File: config.mk
export PLATFORM = sky130hd
export DESIGN_NAME = calendar_clock_with_zone_shift
export DESIGN_NICKNAME = d
export VERILOG_FILES = /design/src/sv/ccz_pkg.sv /design/src/sv/ccz_calc.sv /design/src/sv/calendar_clock_with_zone_shift.sv
export SDC_FILE = /design/constraint.sdc
export NUM_CORES = 1
export LEC_CHECK = 0
export BUFFER_PORTS_ARGS = -buffer_cell sky130_fd_sc_hd__buf_2
export CAP_MARGIN = 20
export CORE_MARGIN = 2
export CORE_UTILIZATION = 57
export DETAILED_ROUTE_END_ITERATION = 10
export GPL_TIMING_DRIVEN = 0
export PLACE_DENSITY = 0.79
export SLEW_MARGIN = 25
export SYNTH_ARGS = -nofsm -noshare
export SYNTH_HDL_FRONTEND = slang
export SYNTH_SLANG_ARGS = --single-unit
File: constraint.sdc
create_clock -name clk_i -period 8.6 [get_ports clk_i]
set_input_delay 1.29 -clock clk_i [delete_from_list [all_inputs] [get_ports clk_i]]
set_output_delay 1.29 -clock clk_i [all_outputs]
set_load 0.005 [all_outputs]
File: src/sv/ccz_pkg.sv
// Shared types and constants of the calendar clock with zone shift.
`default_nettype none

package ccz_pkg;

  // Item kinds carried in the input tuser
  typedef enum logic [1:0] {
    ModeTick = 2'd0,
    ModeSet  = 2'd1,
    ModeZone = 2'd2
  } ccz_mode_e;

  localparam logic [5:0]  SecMax     = 6'd59;
  localparam logic [5:0]  MinMax     = 6'd59;
  localparam logic [4:0]  HourMax    = 5'd23;
  localparam logic [5:0]  HoursDay   = 6'd24;
  localparam logic [3:0]  MonthMax   = 4'd12;
  localparam logic [13:0] YearMax    = 14'd9999;
  localparam logic [4:0]  OffsetMax  = 5'd23;
  localparam logic [2:0]  WdUnknown  = 3'd0;
  localparam logic [2:0]  WdMonday   = 3'd1;
  localparam logic [2:0]  WdSunday   = 3'd7;

  // Reset values of the clock state
  localparam logic [4:0]  OffsetReset = 5'd6;
  localparam logic [4:0]  DayReset    = 5'd1;
  localparam logic [3:0]  MonthReset  = 4'd1;
  localparam logic [13:0] YearReset   = 14'd2000;

  // Complete clock state, also the result of every transaction
  typedef struct packed {
    logic [5:0]  sec;
    logic [5:0]  min;
    logic [4:0]  hour;
    logic [4:0]  day;
    logic [3:0]  month;
    logic [13:0] year;
    logic [2:0]  weekday;
    logic        zone;
  } ccz_time_t;

  // One input item after unpacking
  typedef struct packed {
    ccz_mode_e   mode;
    logic [2:0]  weekday;
    logic [4:0]  day;
    logic [3:0]  month;
    logic [13:0] year;
    logic [4:0]  hours;
    logic [5:0]  minutes;
    logic [5:0]  seconds;
  } ccz_item_t;

endpackage

`default_nettype wire

File: src/sv/ccz_calc.sv
// Next-state logic of the clock: tick, set with clamping, and zone shift.
`default_nettype none

module ccz_calc (
  input  ccz_pkg::ccz_time_t cur_i,
  input  ccz_pkg::ccz_item_t item_i,
  input  logic [4:0]         offset_i,
  output ccz_pkg::ccz_time_t nxt_o
);
  import ccz_pkg::*;

  typedef struct packed {
    logic [4:0]  day;
    logic [3:0]  month;
    logic [13:0] year;
  } ccz_date_t;

  // 2^19 / 100, rounded up; exact quotient for years up to 9999
  localparam logic [26:0] YearRecip = 27'd5243;
  localparam logic [4:0]  MonthLen [12] = '{5'd31, 5'd28, 5'd31, 5'd30, 5'd31, 5'd30,
                                            5'd31, 5'd31, 5'd30, 5'd31, 5'd30, 5'd31};
  localparam logic [4:0]  FebLeap = 5'd29;

  // Gregorian leap year via y / 100 by reciprocal multiplication
  function automatic logic leap_year(input logic [13:0] y);
    logic [26:0] prod;
    logic [6:0]  q;
    logic [13:0] hund;
    prod = {13'd0, y} * YearRecip;
    q    = prod[25:19];
    hund = {7'd0, q} * 14'd100;
    return (y[1:0] == 2'd0) && ((hund != y) || (q[1:0] == 2'd0));
  endfunction

  function automatic logic [4:0] days_in(input logic [3:0] m, input logic leap);
    logic [3:0] idx;
    if (m < 4'd1 || m > MonthMax) idx = 4'd0;
    else                          idx = m - 4'd1;
    if (m == 4'd2 && leap) return FebLeap;
    return MonthLen[idx];
  endfunction

  function automatic ccz_date_t day_fwd(input ccz_date_t d, input logic leap);
    ccz_date_t r;
    r = d;
    if (d.day >= days_in(d.month, leap)) begin
      r.day = 5'd1;
      if (d.month >= MonthMax) begin
        r.month = 4'd1;
        r.year  = (d.year >= YearMax) ? 14'd0 : d.year + 14'd1;
      end else begin
        r.month = d.month + 4'd1;
      end
    end else begin
      r.day = d.day + 5'd1;
    end
    return r;
  endfunction

  // December is never a leap-dependent month, so the current year's flag serves
  function automatic ccz_date_t day_bk(input ccz_date_t d, input logic leap);
    ccz_date_t r;
    r = d;
    if (d.day <= 5'd1) begin
      if (d.month <= 4'd1) begin
        r.month = MonthMax;
        r.year  = (d.year == 14'd0) ? YearMax : d.year - 14'd1;
      end else begin
        r.month = d.month - 4'd1;
      end
      r.day = days_in(r.month, leap);
    end else begin
      r.day = d.day - 5'd1;
    end
    return r;
  endfunction

  ccz_date_t   cur_date, fwd_date, back_date;
  logic        leap_cur, leap_set;
  logic [3:0]  set_month;
  logic [13:0] set_year;
  logic [4:0]  set_lim, off;
  logic [5:0]  hour_sum, hour_back;

  // Shared day carry and borrow on the current date
  assign cur_date  = '{day: cur_i.day, month: cur_i.month, year: cur_i.year};
  assign leap_cur  = leap_year(cur_i.year);
  assign fwd_date  = day_fwd(cur_date, leap_cur);
  assign back_date = day_bk(cur_date, leap_cur);

  // Clamp the loaded month and year, then the day against that month
  assign set_month = (item_i.month < 4'd1) ? 4'd1 :
                     (item_i.month > MonthMax) ? MonthMax : item_i.month;
  assign set_year  = (item_i.year > YearMax) ? YearMax : item_i.year;
  assign leap_set  = leap_year(set_year);
  assign set_lim   = days_in(set_month, leap_set);

  // Zone offset arithmetic
  assign off       = (offset_i > OffsetMax) ? OffsetMax : offset_i;
  assign hour_sum  = {1'b0, cur_i.hour} + {1'b0, off};
  assign hour_back = {1'b0, cur_i.hour} + HoursDay - {1'b0, off};

  always_comb begin
    nxt_o = cur_i;
    case (item_i.mode)
      ModeTick: begin
        if (cur_i.sec >= SecMax) begin
          nxt_o.sec = 6'd0;
          if (cur_i.min >= MinMax) begin
            nxt_o.min = 6'd0;
            if (cur_i.hour >= HourMax) begin
              nxt_o.hour  = 5'd0;
              nxt_o.day   = fwd_date.day;
              nxt_o.month = fwd_date.month;
              nxt_o.year  = fwd_date.year;
            end else begin
              nxt_o.hour = cur_i.hour + 5'd1;
            end
          end else begin
            nxt_o.min = cur_i.min + 6'd1;
          end
        end else begin
          nxt_o.sec = cur_i.sec + 6'd1;
        end
      end
      ModeSet: begin
        nxt_o.weekday = item_i.weekday;
        nxt_o.month   = set_month;
        nxt_o.year    = set_year;
        nxt_o.day     = (item_i.day < 5'd1) ? 5'd1 :
                        (item_i.day > set_lim) ? set_lim : item_i.day;
        nxt_o.hour    = (item_i.hours > HourMax) ? HourMax : item_i.hours;
        nxt_o.min     = (item_i.minutes > MinMax) ? MinMax : item_i.minutes;
        nxt_o.sec     = (item_i.seconds > SecMax) ? SecMax : item_i.seconds;
      end
      ModeZone: begin
        if (!cur_i.zone) begin
          // Enter the US zone: move back, borrow a day if needed
          nxt_o.zone = 1'b1;
          if ({1'b0, cur_i.hour} < {1'b0, off}) begin
            nxt_o.hour  = hour_back[4:0];
            nxt_o.day   = back_date.day;
            nxt_o.month = back_date.month;
            nxt_o.year  = back_date.year;
            if (cur_i.weekday != WdUnknown) begin
              nxt_o.weekday = (cur_i.weekday == WdMonday) ? WdSunday
                                                          : cur_i.weekday - 3'd1;
            end
          end else begin
            nxt_o.hour = cur_i.hour - off;
          end
        end else begin
          // Leave the US zone: move forward, carry a day if needed
          nxt_o.zone = 1'b0;
          if (hour_sum >= HoursDay) begin
            nxt_o.hour  = 5'(hour_sum - HoursDay);
            nxt_o.day   = fwd_date.day;
            nxt_o.month = fwd_date.month;
            nxt_o.year  = fwd_date.year;
            if (cur_i.weekday != WdUnknown) begin
              nxt_o.weekday = (cur_i.weekday >= WdSunday) ? WdMonday
                                                          : cur_i.weekday + 3'd1;
            end
          end else begin
            nxt_o.hour = hour_sum[4:0];
          end
        end
      end
      default: begin
        nxt_o = cur_i;
      end
    endcase
  end

endmodule

`default_nettype wire

File: src/sv/calendar_clock_with_zone_shift.sv
// Throughput: one transaction per cycle unless the output stalls; one input register
// feeds the clock update, and the clock state register is also the output register.
// Reset: asynchronous, active low; clears both valid flags and loads 00:00:00,
// 1 January 2000, weekday unknown, home zone, offset 6 hours.
`default_nettype none

module calendar_clock_with_zone_shift (
  input  logic        clk_i,
  input  logic        rst_ni,
  input  logic        cfg_we_i,
  input  logic [4:0]  cfg_wdata_i,     // zone_offset_hours
  input  logic        s_axis_tvalid,
  output logic        s_axis_tready,
  // set_weekday[2:0], set_day[7:3], set_month[11:8], set_year[25:12],
  // set_hours[30:26], set_minutes[36:31], set_seconds[42:37], zero pad
  input  logic [47:0] s_axis_tdata,
  input  logic [1:0]  s_axis_tuser,    // mode
  output logic        m_axis_tvalid,
  input  logic        m_axis_tready,
  // now_seconds[5:0], now_minutes[11:6], now_hours[16:12], now_day[21:17],
  // now_month[25:22], now_year[39:26], now_weekday[42:40], zero pad
  output logic [47:0] m_axis_tdata,
  output logic        m_axis_tuser     // in_us_zone
);
  import ccz_pkg::*;

  logic      in_valid_q, out_valid_q, advance;
  ccz_item_t item_d, item_q;
  ccz_time_t time_d, time_q;
  logic [4:0] offset_q;

  // Move one item forward when the output stage is free or drains
  assign advance       = in_valid_q && (!out_valid_q || m_axis_tready);
  assign s_axis_tready = !in_valid_q || advance;

  // Unpack the input transaction
  assign item_d = '{mode:    ccz_mode_e'(s_axis_tuser),
                    weekday: s_axis_tdata[2:0],
                    day:     s_axis_tdata[7:3],
                    month:   s_axis_tdata[11:8],
                    year:    s_axis_tdata[25:12],
                    hours:   s_axis_tdata[30:26],
                    minutes: s_axis_tdata[36:31],
                    seconds: s_axis_tdata[42:37]};

  // Hold the zone offset register
  always_ff @(posedge clk_i or negedge rst_ni) begin
    if (!rst_ni) begin
      offset_q <= OffsetReset;
    end else if (cfg_we_i) begin
      offset_q <= cfg_wdata_i;
    end
  end

  // Input stage valid
  always_ff @(posedge clk_i or negedge rst_ni) begin
    if (!rst_ni) begin
      in_valid_q <= 1'b0;
    end else if (s_axis_tready) begin
      in_valid_q <= s_axis_tvalid;
    end
  end

  // Input stage payload
  always_ff @(posedge clk_i) begin
    if (s_axis_tvalid && s_axis_tready) begin
      item_q <= item_d;
    end
  end

  ccz_calc u_calc (
    .cur_i    (time_q),
    .item_i   (item_q),
    .offset_i (offset_q),
    .nxt_o    (time_d)
  );

  // Update the clock state, which is the result shown on the output
  always_ff @(posedge clk_i or negedge rst_ni) begin
    if (!rst_ni) begin
      time_q <= '{sec: 6'd0, min: 6'd0, hour: 5'd0, day: DayReset,
                  month: MonthReset, year: YearReset, weekday: WdUnknown, zone: 1'b0};
    end else if (advance) begin
      time_q <= time_d;
    end
  end

  // Output valid: set by a finished item, dropped once taken
  always_ff @(posedge clk_i or negedge rst_ni) begin
    if (!rst_ni) begin
      out_valid_q <= 1'b0;
    end else if (advance) begin
      out_valid_q <= 1'b1;
    end else if (m_axis_tready) begin
      out_valid_q <= 1'b0;
    end
  end

  assign m_axis_tvalid = out_valid_q;
  assign m_axis_tdata  = {5'd0, time_q.weekday, time_q.year, time_q.month, time_q.day,
                          time_q.hour, time_q.min, time_q.sec};
  assign m_axis_tuser  = time_q.zone;

endmodule

`default_nettype wire

==> run metrics <==
final net count=2359; status=finished with violations; kind of critical path=register to register; vias per cell=6.02; grt total ovfl=0; vias in the first global route=13566; post-synthesis sequential area ratio=17.5%; Final period util=110%; total core area=0.0260 mm^2; Max-cap violations=0; Met1 Wirelength=17300 um; Rel. slew slack=35.8%; Post-Syn Instances=1637; most frequent cells in the layout=ha_1 (248), inv_1 (225), fa_1 (117); Async SR Flop Fraction=53.1%; largest net degree at the start of global routing=52; routed length per instance=19.3 um; Most common cell on crit path=fa_1; critical path arrival=9.72 ns; Worst path max stage delay=0.62 ns; worst slew pin tran=0.955 ns; Main synth FF type=edfxtp_1; IO buf count=100; top routing layer in use=met4; Worst Setup Start Kind=register; hold path start=offset_q[0]; min Tclk post-route=9.49 ns; Ys Warns=0; Mapped Area=0.0151 mm^2; metal2 WL=20500 um; required time worst endpoint=8.83 ns; Clock Tree Buf Depth=2; Distinct cells, synth=82; Worst-Skew Late Latency=0.37 ns; Die Footprint=0.0277 mm^2; WL met3=2960 um; Hold Crit Class=register to register; Slowest cell on crit path=fa_1; first-pass GRT wire length=67200 um; drt drc=0; Reg-to-Reg Start=m_axis_tdata[37]; final hold vios=0; DRT antenna net count=0; Post-synth EDFFs=45; RSZ-0062 raised after global routing=true; Num CTS Buffers=9; I/O pins=111; die extent in y=167 um; initial antenna violation count=0; setup slack, reg-to-reg=-0.89 ns; Worst Hold End=offset_q[0]; ANT cells=0; Seq. cell area=0.00268 mm^2; Reg-to-Reg End=m_axis_tdata[37]; DRT iter0 DRCs=1124; path depth of the worst reg2reg path=36; final core occ=73.5%; WL final=42700 um; DP HPWL=29800 um; final RePlAce weighted congestion=0.972; CP max FO=7; Tot GR Track Use=29.6%; clock sinks=96; CTS H-Tree Depth=3; multi-input logic area=0.0128 mm^2; clock skew=0.0185 ns; # fillers=1716; DR pass1 iterations=8; vias post-DR=13325; area grow syn2layout=26.8%; Clock Pin Slew Worst Setup and Hold Paths=0.08 ns; Hold Crit Depth=1; Max Freq=0.105 GHz; Initial Utilization=57.9%; Final Cell Area=0.0191 mm^2; Die Width=167 um; CTS tree=yes; share of cells above drive strength 1=28.2%; Slew Viols, Final=0; Setup violations, final=23; CTS Root Cell=clkbuf_16; most common cell after layout, fill and taps aside=ha_1; row count=59; dpl ws=-1.61 ns; failing checks=setup timing; fin worst setup slack=-0.894 ns; DP Area=0.0165 mm^2; synthesis-stage register bit count=96; Synth Area per Inst=9.20 um^2; Setup crit end kind=register
-- stage by stage --
| step | hold slack, ns | TNS [ns] | instances |
|---|---|---|---|
| floorplan | 0.471 | -0.0234 | 1642 |
| global route | 0.518 | -22.39 | 2213 |
| global placement | 0.484 | -27.01 | 2077 |
| CTS | 0.505 | -9.11 | 2190 |
| detailed placement | 0.488 | -29.94 | 2078 |
| finish | 0.501 | -14.11 | 2213 |
-- final cells by class --
class,count,share of cell area [%]
Sequential cell,96,14.0
Clock inverter,7,0.465
Clock buffer,9,1.18
Inverter,251,5.04
Timing Repair Buffer,224,8.12
Buffer,52,1.74
Multi-Input combinational cell,1239,67.2
Tap cell,335,2.19
-- worst max-delay path by stage --
stage | start | end | slack [ns] | depth (start not counted)
2_1_floorplan | m_axis_tdata[35] | m_axis_tdata[38] | -0.01 | 38
3_3_place_gp | m_axis_tdata[38] | m_axis_tdata[37] | -1.47 | 38
3_5_place_dp | m_axis_tdata[38] | m_axis_tdata[37] | -1.61 | 38
4_1_cts | m_axis_tdata[35] | m_axis_tdata[38] | -0.53 | 39
5_1_grt | m_axis_tdata[31] | m_axis_tdata[37] | -1.20 | 41
6_report | m_axis_tdata[37] | m_axis_tdata[37] | -0.89 | 36
-- state kept, by name, indices dropped and copies added (netlist names) --
signal         count
offset_q           5
in_valid_q         1
item_q            45
m_axis_tuser       1
m_axis_tdata      43
m_axis_tvalid      1
-- cell usage after synthesis (all sizes together) (7+ instances only) --
cell type	instances	area (um^2)
nor2b	8	50.1
or2	18	113
o21a	10	75.1
nand2	98	368
xor2	19	166
a41oi	7	61.3
and2	17	106
dfrtp	41	1030
xnor2	76	666
nand3	28	140
a221oi	11	103
mux2i	7	70.1
o21ai	94	470
nor2	77	292
buf	15	91.3
clkbuf	41	154
inv	249	935
ha	305	3820
edfxtp	45	1350
nand2b	16	100
and3	17	106
a21oi	92	464
dfstp	10	263
nand4	15	93.8
fa	121	2420
a21o	24	180
o22ai	8	50.1
a211oi	10	75.1
a31oi	22	138
nor3	30	155
nor3b	7	52.6
-- worst max-delay path, delay by kind of cell (launching register included) --
kind                     cells  cell delay (ns)
AO/OA/AOI/OAI               11             2.40
adder cells (fa/ha/maj)      9             3.76
buffers and inverters        2             0.21
AND/OR/NAND/NOR             12             2.06
XOR/XNOR                     2             0.33
flip-flops                   1             0.57
-- logic make-up (layout without fill, tap and decap cells) --
| logic type | after synthesis | in the layout | synth area share (%) |
|---|---|---|---|
| AND/OR/NAND/NOR | 356 | 356 | 11.7 |
| flip-flops | 96 | 96 | 17.5 |
| adder cells (fa/ha/maj) | 426 | 426 | 41.4 |
| XOR/XNOR | 99 | 99 | 6.12 |
| buffers and inverters | 307 | 543 | 7.89 |
| multiplexers | 13 | 13 | 0.914 |
| AO/OA/AOI/OAI | 339 | 339 | 14.4 |
| other | 1 | 6 | 0.0249 |
-- metal layers --
layer	vias to the layer above	track usage, %
li1	6096	-
met1	6381	38.0
met2	655	51.6
met3	193	3.71
met4	0	10.6
met5	-	0
-- timing repair --
item                                   CTS  global route
gates resized for setup                193            78
pin swaps                              139            82
endpoints found under the hold margin    0             0
setup buffers                          100            23
hold buffers                             0             0
setup endpoints to repair               23            23
Power is left out: the tool's default activity adds up to more than one toggle a clock period on the data nets, which glitch-free logic cannot reach.
